`src/sv/shamh_pkg.sv`:
```
// Shared types, constants and a helper function for the SHA-256 message hasher.
package shamh_pkg;

   typedef logic [31:0] word_type;

   // Eight 32-bit words; index 0 is word A (most significant digest word).
   typedef logic [7:0][31:0] hash_type;

   // Sequencer controls for the round unit
   typedef struct packed {
      logic load;    // copy chaining words into the working registers
      logic round;   // run one compression round
   } core_ctl_type;

   // SHA-256 initial hash values, index 7 listed first
   localparam hash_type INIT_HASH = {
      32'h5be0cd19, 32'h1f83d9ab, 32'h9b05688c, 32'h510e527f,
      32'ha54ff53a, 32'h3c6ef372, 32'hbb67ae85, 32'h6a09e667
   };

   localparam int unsigned ROUNDS = 64;

   // Round constants
   localparam word_type ROUND_K [ROUNDS] = '{
      32'h428a2f98, 32'h71374491, 32'hb5c0fbcf, 32'he9b5dba5,
      32'h3956c25b, 32'h59f111f1, 32'h923f82a4, 32'hab1c5ed5,
      32'hd807aa98, 32'h12835b01, 32'h243185be, 32'h550c7dc3,
      32'h72be5d74, 32'h80deb1fe, 32'h9bdc06a7, 32'hc19bf174,
      32'he49b69c1, 32'hefbe4786, 32'h0fc19dc6, 32'h240ca1cc,
      32'h2de92c6f, 32'h4a7484aa, 32'h5cb0a9dc, 32'h76f988da,
      32'h983e5152, 32'ha831c66d, 32'hb00327c8, 32'hbf597fc7,
      32'hc6e00bf3, 32'hd5a79147, 32'h06ca6351, 32'h14292967,
      32'h27b70a85, 32'h2e1b2138, 32'h4d2c6dfc, 32'h53380d13,
      32'h650a7354, 32'h766a0abb, 32'h81c2c92e, 32'h92722c85,
      32'ha2bfe8a1, 32'ha81a664b, 32'hc24b8b70, 32'hc76c51a3,
      32'hd192e819, 32'hd6990624, 32'hf40e3585, 32'h106aa070,
      32'h19a4c116, 32'h1e376c08, 32'h2748774c, 32'h34b0bcb5,
      32'h391c0cb3, 32'h4ed8aa4a, 32'h5b9cca4f, 32'h682e6ff3,
      32'h748f82ee, 32'h78a5636f, 32'h84c87814, 32'h8cc70208,
      32'h90befffa, 32'ha4506ceb, 32'hbef9a3f7, 32'hc67178f2
   };

   // Rotate right by a constant amount
   function automatic word_type rotr(word_type v, int unsigned n);
      return (v >> n) | (v << (32 - n));
   endfunction

endpackage

```
`src/sv/shamh_core.sv`:
```
// SHA-256 round unit: working registers A..H and one compression round per cycle while ctl.round is set.
module shamh_core (
   input  logic                   clock,
   input  shamh_pkg::core_ctl_type ctl,
   input  shamh_pkg::hash_type    chain,
   input  shamh_pkg::word_type    sched_word,
   input  logic [5:0]             round_idx,
   output shamh_pkg::hash_type    work
);
   import shamh_pkg::*;

   hash_type work_ff;
   hash_type work_in;
   hash_type round_out;

   word_type t1;
   word_type t2;
   word_type big_s0;
   word_type big_s1;
   word_type ch;
   word_type maj;

   // One round of the compression function
   always_comb begin
      big_s1 = rotr(work_ff[4], 6) ^ rotr(work_ff[4], 11) ^ rotr(work_ff[4], 25);
      ch     = (work_ff[4] & work_ff[5]) ^ (~work_ff[4] & work_ff[6]);
      big_s0 = rotr(work_ff[0], 2) ^ rotr(work_ff[0], 13) ^ rotr(work_ff[0], 22);
      maj    = (work_ff[0] & work_ff[1]) ^ (work_ff[0] & work_ff[2]) ^
               (work_ff[1] & work_ff[2]);
      t1     = work_ff[7] + big_s1 + ch + ROUND_K[round_idx] + sched_word;
      t2     = big_s0 + maj;
      round_out[0] = t1 + t2;
      round_out[1] = work_ff[0];
      round_out[2] = work_ff[1];
      round_out[3] = work_ff[2];
      round_out[4] = work_ff[3] + t1;
      round_out[5] = work_ff[4];
      round_out[6] = work_ff[5];
      round_out[7] = work_ff[6];
   end

   // Load from chaining words or advance by a round
   always_comb begin
      work_in = work_ff;
      if (ctl.load) begin
         work_in = chain;
      end else if (ctl.round) begin
         work_in = round_out;
      end
   end

   always_ff @(posedge clock) begin
      work_ff <= work_in;
   end

   assign work = work_ff;

endmodule

```
`src/sv/sha256_message_hasher_unit.sv`:
```
// Top level of the SHA-256 message hasher: byte intake, padding, sequencer and digest output.
//
// Takes a message one byte per beat and returns its SHA-256 digest as eight 32-bit beats,
// word 0 (most significant) first. The beat that completes a 64-byte block holds off
// further input while the block runs through the single shared round unit and then the
// chaining add. A beat with end_of_message passes its byte, then a padding state and one
// padded block, or two when the marker and length do not fit in the current block (a
// byte that fills the block adds one more block first). The digest sits in its own output
// register, so the next message streams in while the eight result beats drain; the next
// digest waits in the chaining add until the previous one has been fully taken. too_long
// is set on all eight beats when the message held more than 2^61-1 bytes.
module sha256_message_hasher_unit (
   input  logic        clock,
   input  logic        reset,
   input  logic        req_valid,
   output logic        req_ready,
   input  logic [7:0]  req_data_byte,
   input  logic        req_has_byte,
   input  logic        req_end_of_message,
   output logic        rsp_valid,
   input  logic        rsp_ready,
   output logic [31:0] rsp_digest_word,
   output logic [2:0]  rsp_word_index,
   output logic        rsp_last_word,
   output logic        rsp_too_long
);
   import shamh_pkg::*;

   // Sequencer states
   localparam logic [2:0] ST_IDLE  = 3'd0;
   localparam logic [2:0] ST_PAD   = 3'd1;
   localparam logic [2:0] ST_PAD2  = 3'd2;
   localparam logic [2:0] ST_ROUND = 3'd3;
   localparam logic [2:0] ST_ADD   = 3'd4;

   // Where to go after a block's chaining add
   localparam logic [1:0] AFT_IDLE = 2'd0;
   localparam logic [1:0] AFT_PAD  = 2'd1;
   localparam logic [1:0] AFT_PAD2 = 2'd2;
   localparam logic [1:0] AFT_DONE = 2'd3;

   localparam logic [5:0] LAST_BYTE = 6'd63;
   localparam logic [5:0] LEN_START = 6'd56;
   localparam logic [5:0] LAST_RND  = 6'(ROUNDS - 1);

   logic [2:0]  state_ff, state_in;
   logic [1:0]  after_ff, after_in;
   logic [5:0]  fill_ff, fill_in;
   logic [63:0] count_ff, count_in;
   logic        ovf_ff, ovf_in;
   logic [5:0]  round_ff, round_in;
   hash_type    chain_ff, chain_in;
   word_type    sched_ff [16];
   word_type    sched_in [16];
   hash_type    out_ff, out_in;
   logic [3:0]  out_cnt_ff, out_cnt_in;
   logic [2:0]  out_idx_ff, out_idx_in;
   logic        tl_ff, tl_in;

   core_ctl_type ctl;
   hash_type     work;
   hash_type     digest;
   word_type     sched_new;
   word_type     small_s0;
   word_type     small_s1;
   logic [63:0]  bit_len;

   assign bit_len = {count_ff[60:0], 3'b000};

   // Next message-schedule word
   always_comb begin
      small_s0  = rotr(sched_ff[1], 7) ^ rotr(sched_ff[1], 18) ^ (sched_ff[1] >> 3);
      small_s1  = rotr(sched_ff[14], 17) ^ rotr(sched_ff[14], 19) ^ (sched_ff[14] >> 10);
      sched_new = sched_ff[0] + small_s0 + sched_ff[9] + small_s1;
   end

   // Chaining add
   always_comb begin
      for (int i = 0; i < 8; i++) begin
         digest[i] = chain_ff[i] + work[i];
      end
   end

   assign req_ready = (state_ff == ST_IDLE);

   // Sequencer and datapath next state
   always_comb begin
      state_in   = state_ff;
      after_in   = after_ff;
      fill_in    = fill_ff;
      count_in   = count_ff;
      ovf_in     = ovf_ff;
      round_in   = round_ff;
      chain_in   = chain_ff;
      sched_in   = sched_ff;
      out_in     = out_ff;
      out_cnt_in = out_cnt_ff;
      out_idx_in = out_idx_ff;
      tl_in      = tl_ff;
      ctl        = '0;

      // drain one digest beat
      if (rsp_valid && rsp_ready) begin
         for (int i = 0; i < 7; i++) begin
            out_in[i] = out_ff[i + 1];
         end
         out_cnt_in = out_cnt_ff - 4'd1;
         out_idx_in = out_idx_ff + 3'd1;
      end

      case (state_ff)
         ST_IDLE: begin
            if (req_valid) begin
               if (req_has_byte) begin
                  case (fill_ff[1:0])
                     2'd0:    sched_in[fill_ff[5:2]][31:24] = req_data_byte;
                     2'd1:    sched_in[fill_ff[5:2]][23:16] = req_data_byte;
                     2'd2:    sched_in[fill_ff[5:2]][15:8]  = req_data_byte;
                     default: sched_in[fill_ff[5:2]][7:0]   = req_data_byte;
                  endcase
                  count_in = count_ff + 64'd1;
                  if (count_in[63:61] != 3'd0) begin
                     ovf_in = 1'b1;
                  end
                  if (fill_ff == LAST_BYTE) begin
                     fill_in  = '0;
                     ctl.load = 1'b1;
                     round_in = '0;
                     state_in = ST_ROUND;
                     after_in = req_end_of_message ? AFT_PAD : AFT_IDLE;
                  end else begin
                     fill_in = fill_ff + 6'd1;
                     if (req_end_of_message) begin
                        state_in = ST_PAD;
                     end
                  end
               end else if (req_end_of_message) begin
                  state_in = ST_PAD;
               end
            end
         end

         // marker byte, zero tail, and the length when it fits
         ST_PAD: begin
            for (int wi = 0; wi < 16; wi++) begin
               for (int li = 0; li < 4; li++) begin
                  if (6'(4 * wi + li) == fill_ff) begin
                     sched_in[wi][31 - 8 * li -: 8] = 8'h80;
                  end else if (6'(4 * wi + li) > fill_ff) begin
                     sched_in[wi][31 - 8 * li -: 8] = 8'h00;
                  end
               end
            end
            if (fill_ff >= LEN_START) begin
               after_in = AFT_PAD2;
            end else begin
               sched_in[14] = bit_len[63:32];
               sched_in[15] = bit_len[31:0];
               after_in     = AFT_DONE;
            end
            ctl.load = 1'b1;
            round_in = '0;
            state_in = ST_ROUND;
         end

         // extra block: zeros and the length
         ST_PAD2: begin
            for (int wi = 0; wi < 14; wi++) begin
               sched_in[wi] = '0;
            end
            sched_in[14] = bit_len[63:32];
            sched_in[15] = bit_len[31:0];
            after_in     = AFT_DONE;
            ctl.load     = 1'b1;
            round_in     = '0;
            state_in     = ST_ROUND;
         end

         // one round per cycle, schedule rolls with it
         ST_ROUND: begin
            ctl.round = 1'b1;
            for (int i = 0; i < 15; i++) begin
               sched_in[i] = sched_ff[i + 1];
            end
            sched_in[15] = sched_new;
            round_in     = round_ff + 6'd1;
            if (round_ff == LAST_RND) begin
               state_in = ST_ADD;
            end
         end

         ST_ADD: begin
            case (after_ff)
               AFT_IDLE: begin
                  chain_in = digest;
                  state_in = ST_IDLE;
               end
               AFT_PAD: begin
                  chain_in = digest;
                  state_in = ST_PAD;
               end
               AFT_PAD2: begin
                  chain_in = digest;
                  state_in = ST_PAD2;
               end
               default: begin
                  // hold until the previous digest is fully taken
                  if (out_cnt_ff == 4'd0) begin
                     out_in     = digest;
                     out_cnt_in = 4'd8;
                     out_idx_in = '0;
                     tl_in      = ovf_ff;
                     chain_in   = INIT_HASH;
                     fill_in    = '0;
                     count_in   = '0;
                     ovf_in     = 1'b0;
                     state_in   = ST_IDLE;
                  end
               end
            endcase
         end

         default: begin
            state_in = ST_IDLE;
         end
      endcase
   end

   // Control registers
   always_ff @(posedge clock) begin
      if (reset) begin
         state_ff   <= ST_IDLE;
         after_ff   <= AFT_IDLE;
         fill_ff    <= '0;
         count_ff   <= '0;
         ovf_ff     <= 1'b0;
         round_ff   <= '0;
         chain_ff   <= INIT_HASH;
         out_cnt_ff <= '0;
         out_idx_ff <= '0;
      end else begin
         state_ff   <= state_in;
         after_ff   <= after_in;
         fill_ff    <= fill_in;
         count_ff   <= count_in;
         ovf_ff     <= ovf_in;
         round_ff   <= round_in;
         chain_ff   <= chain_in;
         out_cnt_ff <= out_cnt_in;
         out_idx_ff <= out_idx_in;
      end
   end

   // Payload registers
   always_ff @(posedge clock) begin
      sched_ff <= sched_in;
      out_ff   <= out_in;
      tl_ff    <= tl_in;
   end

   shamh_core u_core (
      .clock      (clock),
      .ctl        (ctl),
      .chain      (chain_ff),
      .sched_word (sched_ff[0]),
      .round_idx  (round_ff),
      .work       (work)
   );

   assign rsp_valid       = (out_cnt_ff != 4'd0);
   assign rsp_digest_word = out_ff[0];
   assign rsp_word_index  = out_idx_ff;
   assign rsp_last_word   = (out_idx_ff == 3'd7);
   assign rsp_too_long    = tl_ff;

endmodule

```
`config.mk`:
```
export PLATFORM = sky130hd
export DESIGN_NAME = sha256_message_hasher_unit
export DESIGN_NICKNAME = d
export VERILOG_FILES = /design/src/sv/shamh_pkg.sv /design/src/sv/shamh_core.sv /design/src/sv/sha256_message_hasher_unit.sv
export SDC_FILE = /design/constraint.sdc
export NUM_CORES = 2
export LEC_CHECK = 0
export ABC_AREA = 1
export BUFFER_PORTS_ARGS = -buffer_cell sky130_fd_sc_hd__buf_2
export CAP_MARGIN = 20
export CELL_PAD_IN_SITES_DETAIL_PLACEMENT = 1
export CELL_PAD_IN_SITES_GLOBAL_PLACEMENT = 2
export CORE_ASPECT_RATIO = 1.25
export CORE_UTILIZATION = 41
export DETAILED_ROUTE_END_ITERATION = 16
export GPL_TIMING_DRIVEN = 1
export PLACE_DENSITY_LB_ADDON = 0.1
export SYNTH_ARGS = -nofsm -noshare
export SYNTH_HDL_FRONTEND = slang
export SYNTH_HIERARCHICAL = 1
export SYNTH_SLANG_ARGS = --single-unit
```
`constraint.sdc`:
```
create_clock -name clock -period 12.9 [get_ports clock]
set_input_delay 0.645 -clock clock [delete_from_list [all_inputs] [get_ports clock]]
set_output_delay 0.645 -clock clock [all_outputs]
set_load 0.005 [all_outputs]
```
After elaboration in Yosys (flattened, before gate mapping)
Memories as Yosys holds them, arrays and structs flattened.
Cells that the tools add are included.
{"block": "totals", "output_inout_bits": 39, "in_bits": 14, "elab_cells": 656, "regBits": 1370, "mem_count": 1, "romBits": 2048}
{"block": "op_classes", "reduce_logical": 88, "n_eq_ne": 146, "order_cmp": 68, "add_sub_neg": 23, "n_bitwise": 30, "n_mux": 203}
{"memory": "(no name shown)", "words": 64, "word_bits": 32, "rd": 1, "rd_clocked_by_memory_dff": 0, "wr": 0, "line_no": "shamh_core.sv:30", "text": "t1 = work_ff[7] + big_s1 + ch + ROUND_K[round_idx] + sched_word;"}
{"cell": "bitwise mux 512 bit", "n": 4}
{"cell": "one-hot mux 512 bit (4 select lines)", "n": 1}
{"cell": "one-hot mux 512 bit (3 select lines)", "n": 1}
{"cell": "2-to-1 mux 8 bit", "n": 129}
{"cell": "2-to-1 mux 256 bit", "n": 4}
{"cell": "2-to-1 mux 512 bit", "n": 2}
{"cell": "2-to-1 mux 224 bit", "n": 4}
{"cell": "adder 32 bit", "n": 18}
{"cell": "demux 32 bit (select 4 bit)", "n": 4}
{"cell": "2-to-1 mux 64 bit", "n": 5}
{"cell": "XOR 32 bit", "n": 9}
{"cell": "AND reduction 4 bit", "n": 66}
{"cell": "equality test 6 bit (first input constant)", "n": 32}
{"cell": "greater-than comparator 6 bit (first input constant)", "n": 32}
{"cell": "!= test 3 bit (second input constant)", "n": 56}
{"cell": "bitwise AND 32 bit", "n": 5}
{"cell": "one-hot mux 64 bit (2 select lines)", "n": 1}
{"cell": "equality test 5 x 6 -> 1 bit (first input constant)", "n": 16}
{"cell": "greater-than comparator 5 x 6 -> 1 bit (first input constant)", "n": 16}
{"cell": "2-to-1 mux 32 bit", "n": 3}
{"cell": "adder 64 x 1 -> 64 bit (second input constant)", "n": 1}
{"cell": "equality test 4 x 6 -> 1 bit (first input constant)", "n": 8}
{"cell": "greater-than comparator 4 x 6 -> 1 bit (first input constant)", "n": 8}
{"cell": "2-to-1 mux 6 bit", "n": 8}
{"cell": "other kinds (65)", "n": 125}

Longest topological paths before layout
{"block": "depth", "depth_word": 10, "ltp_mapped": 45, "depth_no_buf": 45}

By module
The synthesis kept the hierarchy.
{"module": "sha256_message_hasher_unit", "cells_per_inst": 10466, "n_inst": 1, "area_per_inst_um2": 75471.1, "seq_area_each_um2": 27756.6}
{"module": "shamh_core", "cells_per_inst": 3315, "n_inst": 1, "area_per_inst_um2": 24433.4, "seq_area_each_um2": 7687.4}

Worst setup path before layout
OpenSTA, ideal clock, no wires.
{"block": "synth_path", "kind": "reg2reg", "from": "register round_ff[1]", "to": "register u_core.work_ff, in the netlist u_core/work[25], data pin", "setup_slack_ns": 6.113, "required_ns": 12.646, "t_arrival_ns": 6.533, "n_path_buf": 0, "stages_incl_launch_ff": 39, "period_less_slack_ns": 6.787, "setup_ns": 0.254, "path_cell_list": "dfxtp_1 -> inv_1 -> ha_1 -> nand2_1 -> inv_1 -> nor2_1 -> inv_1 -> nor2_1 -> a21oi_1 -> a21oi_1 -> a32o_1 -> inv_1 -> fa_1 -> fa_1 -> inv_1 -> fa_1 -> ha_1 -> nand2_1 -> [3 not listed] -> a21oi_4 -> o21ai_4 -> nand2_1 -> a21o_1 -> nand2_2 -> inv_2 -> fa_1 -> inv_1 -> ha_1 -> a21oi_1 -> nor2_1 -> nor2_1 -> nor2_1 -> nor2_1 -> nand3_1 -> or2_2 -> nand3_1 -> nand2_1"}
{"element": "from (decl)", "line_no": "sha256_message_hasher_unit.sv:51", "text": "logic [5:0] round_ff, round_in;"}
{"element": "from (signal assigned)", "line_no": "sha256_message_hasher_unit.sv:247", "text": "round_ff <= round_in;"}
{"element": "to (signal assigned)", "line_no": "shamh_core.sv:53", "text": "work_ff <= work_in;"}
{"element": "to (decl)", "line_no": "shamh_core.sv:12", "text": "hash_type work_ff;"}

==> impl_metrics.csv <==
group,metric,value,unit
placed_design,port_buffers,52,
global_route,grt_pass1_wl,758000,µm
clocking,cts_buffer_depth,4,
critical_path,worst_setup_path_end_kind,"flop",
synthesis,netlist_area,99900,µm²
layout,finalNetCount,14000,
critical_path,reg2reg_slack,4.01,ns
synthesis,yosys-top-cells-area,"edfxtp_1, nand2_1, dfxtp_1",
floorplan,die-area,246000,µm²
critical_path,cp.required,13.52,ns
global_route,grt_pass1_vias,107000,
hold_path,hold_class,"input pin to flop",
sta,rsz0062_at_grt,"no",
clocking,h-tree-depth,4,
floorplan,initial_core_util,41.3,%
routing,drtAntennaViolNets,0,
sta,relSlewSlack,17.5,%
clocking,cts_buffers,170,
clocking,insertion_delay,0.93,ns
placed_design,gp_congestion,1.02,
clocking,clockRootBuffer,"clkbuf_16",
global_route,antenna_found_initial,20,
sta,hold_viol,0,
synthesis,yosysTopAreaCell,"edfxtp_1",
clocking,clk_pin_slew,0.07,ns
sta,slew_viol_final,0,
sta,worstMarginPinSlew,1.23,ns
status,status,"completed",
routing,avgViaCountPerCell,6.15,
floorplan,core,242000,µm²
synthesis,ys_seq_area_share,35.5,%
synthesis,synth.most_common_cell,"nand2_1",
critical_path,slowest_delay,0.69,ns
synthesis,synth.distinct_cells,72,
sta,fmax,112,MHz
synthesis,synth_area_per_cell,7.25,µm²
sta,setup_viol,0,
synthesis,synth-seq-cells,1370,
global_route,grt_max_degree,140,
critical_path,arrival,9.51,ns
sta,fin_skew,0.0942,ns
clocking,cts_tree,"done",
clocking,post_cts_resize_count,0,
layout,synthToLayoutAreaGrowth,8.01,%
clocking,ctsHoldBuffers,0,
clocking,cts_sinks,1370,
routing,drtIter0Drc,8718,
critical_path,cp_top_family,"adder cells",
floorplan,die_y,554,µm
job,maxCapViolations,0,
synthesis,synth_ff_type,"edfxtp_1",
synthesis,synth_top_cell_area_share,24.1,%
global_route,grt_usage,42.5,%
floorplan,io_pins,53,
critical_path,slowest_stage,"dfxtp_1",
sta,fin_crit_sh,68.9,%
sta,tns,0,ns
synthesis,synth_edf_count,801,
synthesis,synth_fp_nets,14400,
placed_design,hpwl,409000,µm
routing,vias,103000,
clocking,cts_setup_buffers,0,
synthesis,yosysWarnings,6,
routing,wire_per_inst,32.1,µm
synthesis,syn_inst,13800,
global_route,overflow,0,
sta,min_period,8.89,ns
floorplan,die_w,444,µm
critical_path,cp_max_fo,15,
critical_path,start_kind,"flop",
routing,drc,0,
routing,finalWirelength,536000,µm
routing,drt-pass1-iter-count,5,
floorplan,std_cell_rows,202,
synthesis,ys_async_sr_fraction,0,%
critical_path,worstSetupPathType,"flop to flop",
critical_path,critPathBufInv,7,
critical_path,crit_top_cell,"inv_1",
layout,drive_above_1_share,4.80,%
synthesis,ys_top_cells_by_count,"nand2_1, inv_1, nor2_1",
==> layout by cell type (no fill, tap or decap), types with 80 or more instances in the layout <==
master	Yosys	final
nand2_1	3566	3566
inv_1	1628	1621
nor2_1	1037	1032
o21ai_0	1026	1025
a21oi_1	985	985
edfxtp_1	801	801
nand3_1	642	642
dfxtp_1	569	568
o22ai_1	532	532
ha_1	395	393
xor2_1	247	247
fa_1	195	195
clkbuf_16	0	176
xnor2_1	170	170
buf_4	40	157
o211ai_1	151	151
nor3_1	124	122
nand4_1	119	119
a31oi_1	101	101
a211oi_1	97	93
a22oi_1	80	80
==> stage by stage <==
stage	hold WS (ns)	setup slack [ns]	area (µm²)	std cells	util (%)
3_3_place_gp	0.419	4.15	102000	16400	42.2
4_1_cts	0.198	4.16	108000	16700	44.5
2_1_floorplan	0.408	6.11	99900	13800	-
5_1_grt	0.221	3.41	108000	16700	44.6
6_report	0.228	4.01	108000	16700	44.6
3_5_place_dp	0.428	4.16	102000	16400	42.3
==> per-layer routing <==
metal	share of wire (%)	wire length (µm)	track usage [%]
met1	34	181000	42.7
met2	48	255000	72.1
met3	5.9	31400	6.74
met4	13	68800	45.7
met5	0.010	54	0
==> cell families after synthesis <==
| kind of cell | count (synthesis) | share of synthesized area, % |
|---|---|---|
| adders and majority gates | 593 | 8.88 |
| DFF | 1370 | 35.5 |
| muxes | 29 | 0.291 |
| buffers and inverters | 2409 | 9.38 |
| and+or+nand+nor | 5678 | 23.3 |
| AOI/OAI and AO/OA | 3284 | 19.0 |
| xor gates and xnor gates | 418 | 3.67 |
==> area by class of cell <==
| cell class | count | area (µm²) |
|---|---|---|
| clock inverters | 72 | 572 |
| clock buffers | 229 | 4760 |
| repair buffers | 223 | 1640 |
| fillers | 30400 | 134000 |
| diodes | 12 | 30.0 |
| flip-flops and latches | 1370 | 35400 |
| multi-input cells | 10000 | 55200 |
| inverters | 1662 | 6290 |
| well taps | 3162 | 3960 |
==> worst register-to-register path: cells and delay by family, from the launching register on <==
family	cells	cell delay, ns
fa+ha+maj	7	3.24
simple gates	13	2.53
compound gates	6	1.01
buf+inv	7	0.96
flops	1	0.69
xor+xnor	1	0.24
==> final timing paths <==
check	cells past startpoint	startpoint	endpoint
hold reg to reg	0	ovf_ff	rsp_too_long
hold / removal	2	reset	count_ff[45]
setup / recovery	34	round_ff[1]	u_core/work[31]
setup reg to reg	34	round_ff[1]	u_core/work[31]
Power is not shown: default switching activity piles up to over one toggle a cycle in this logic, so the estimate is an artifact.
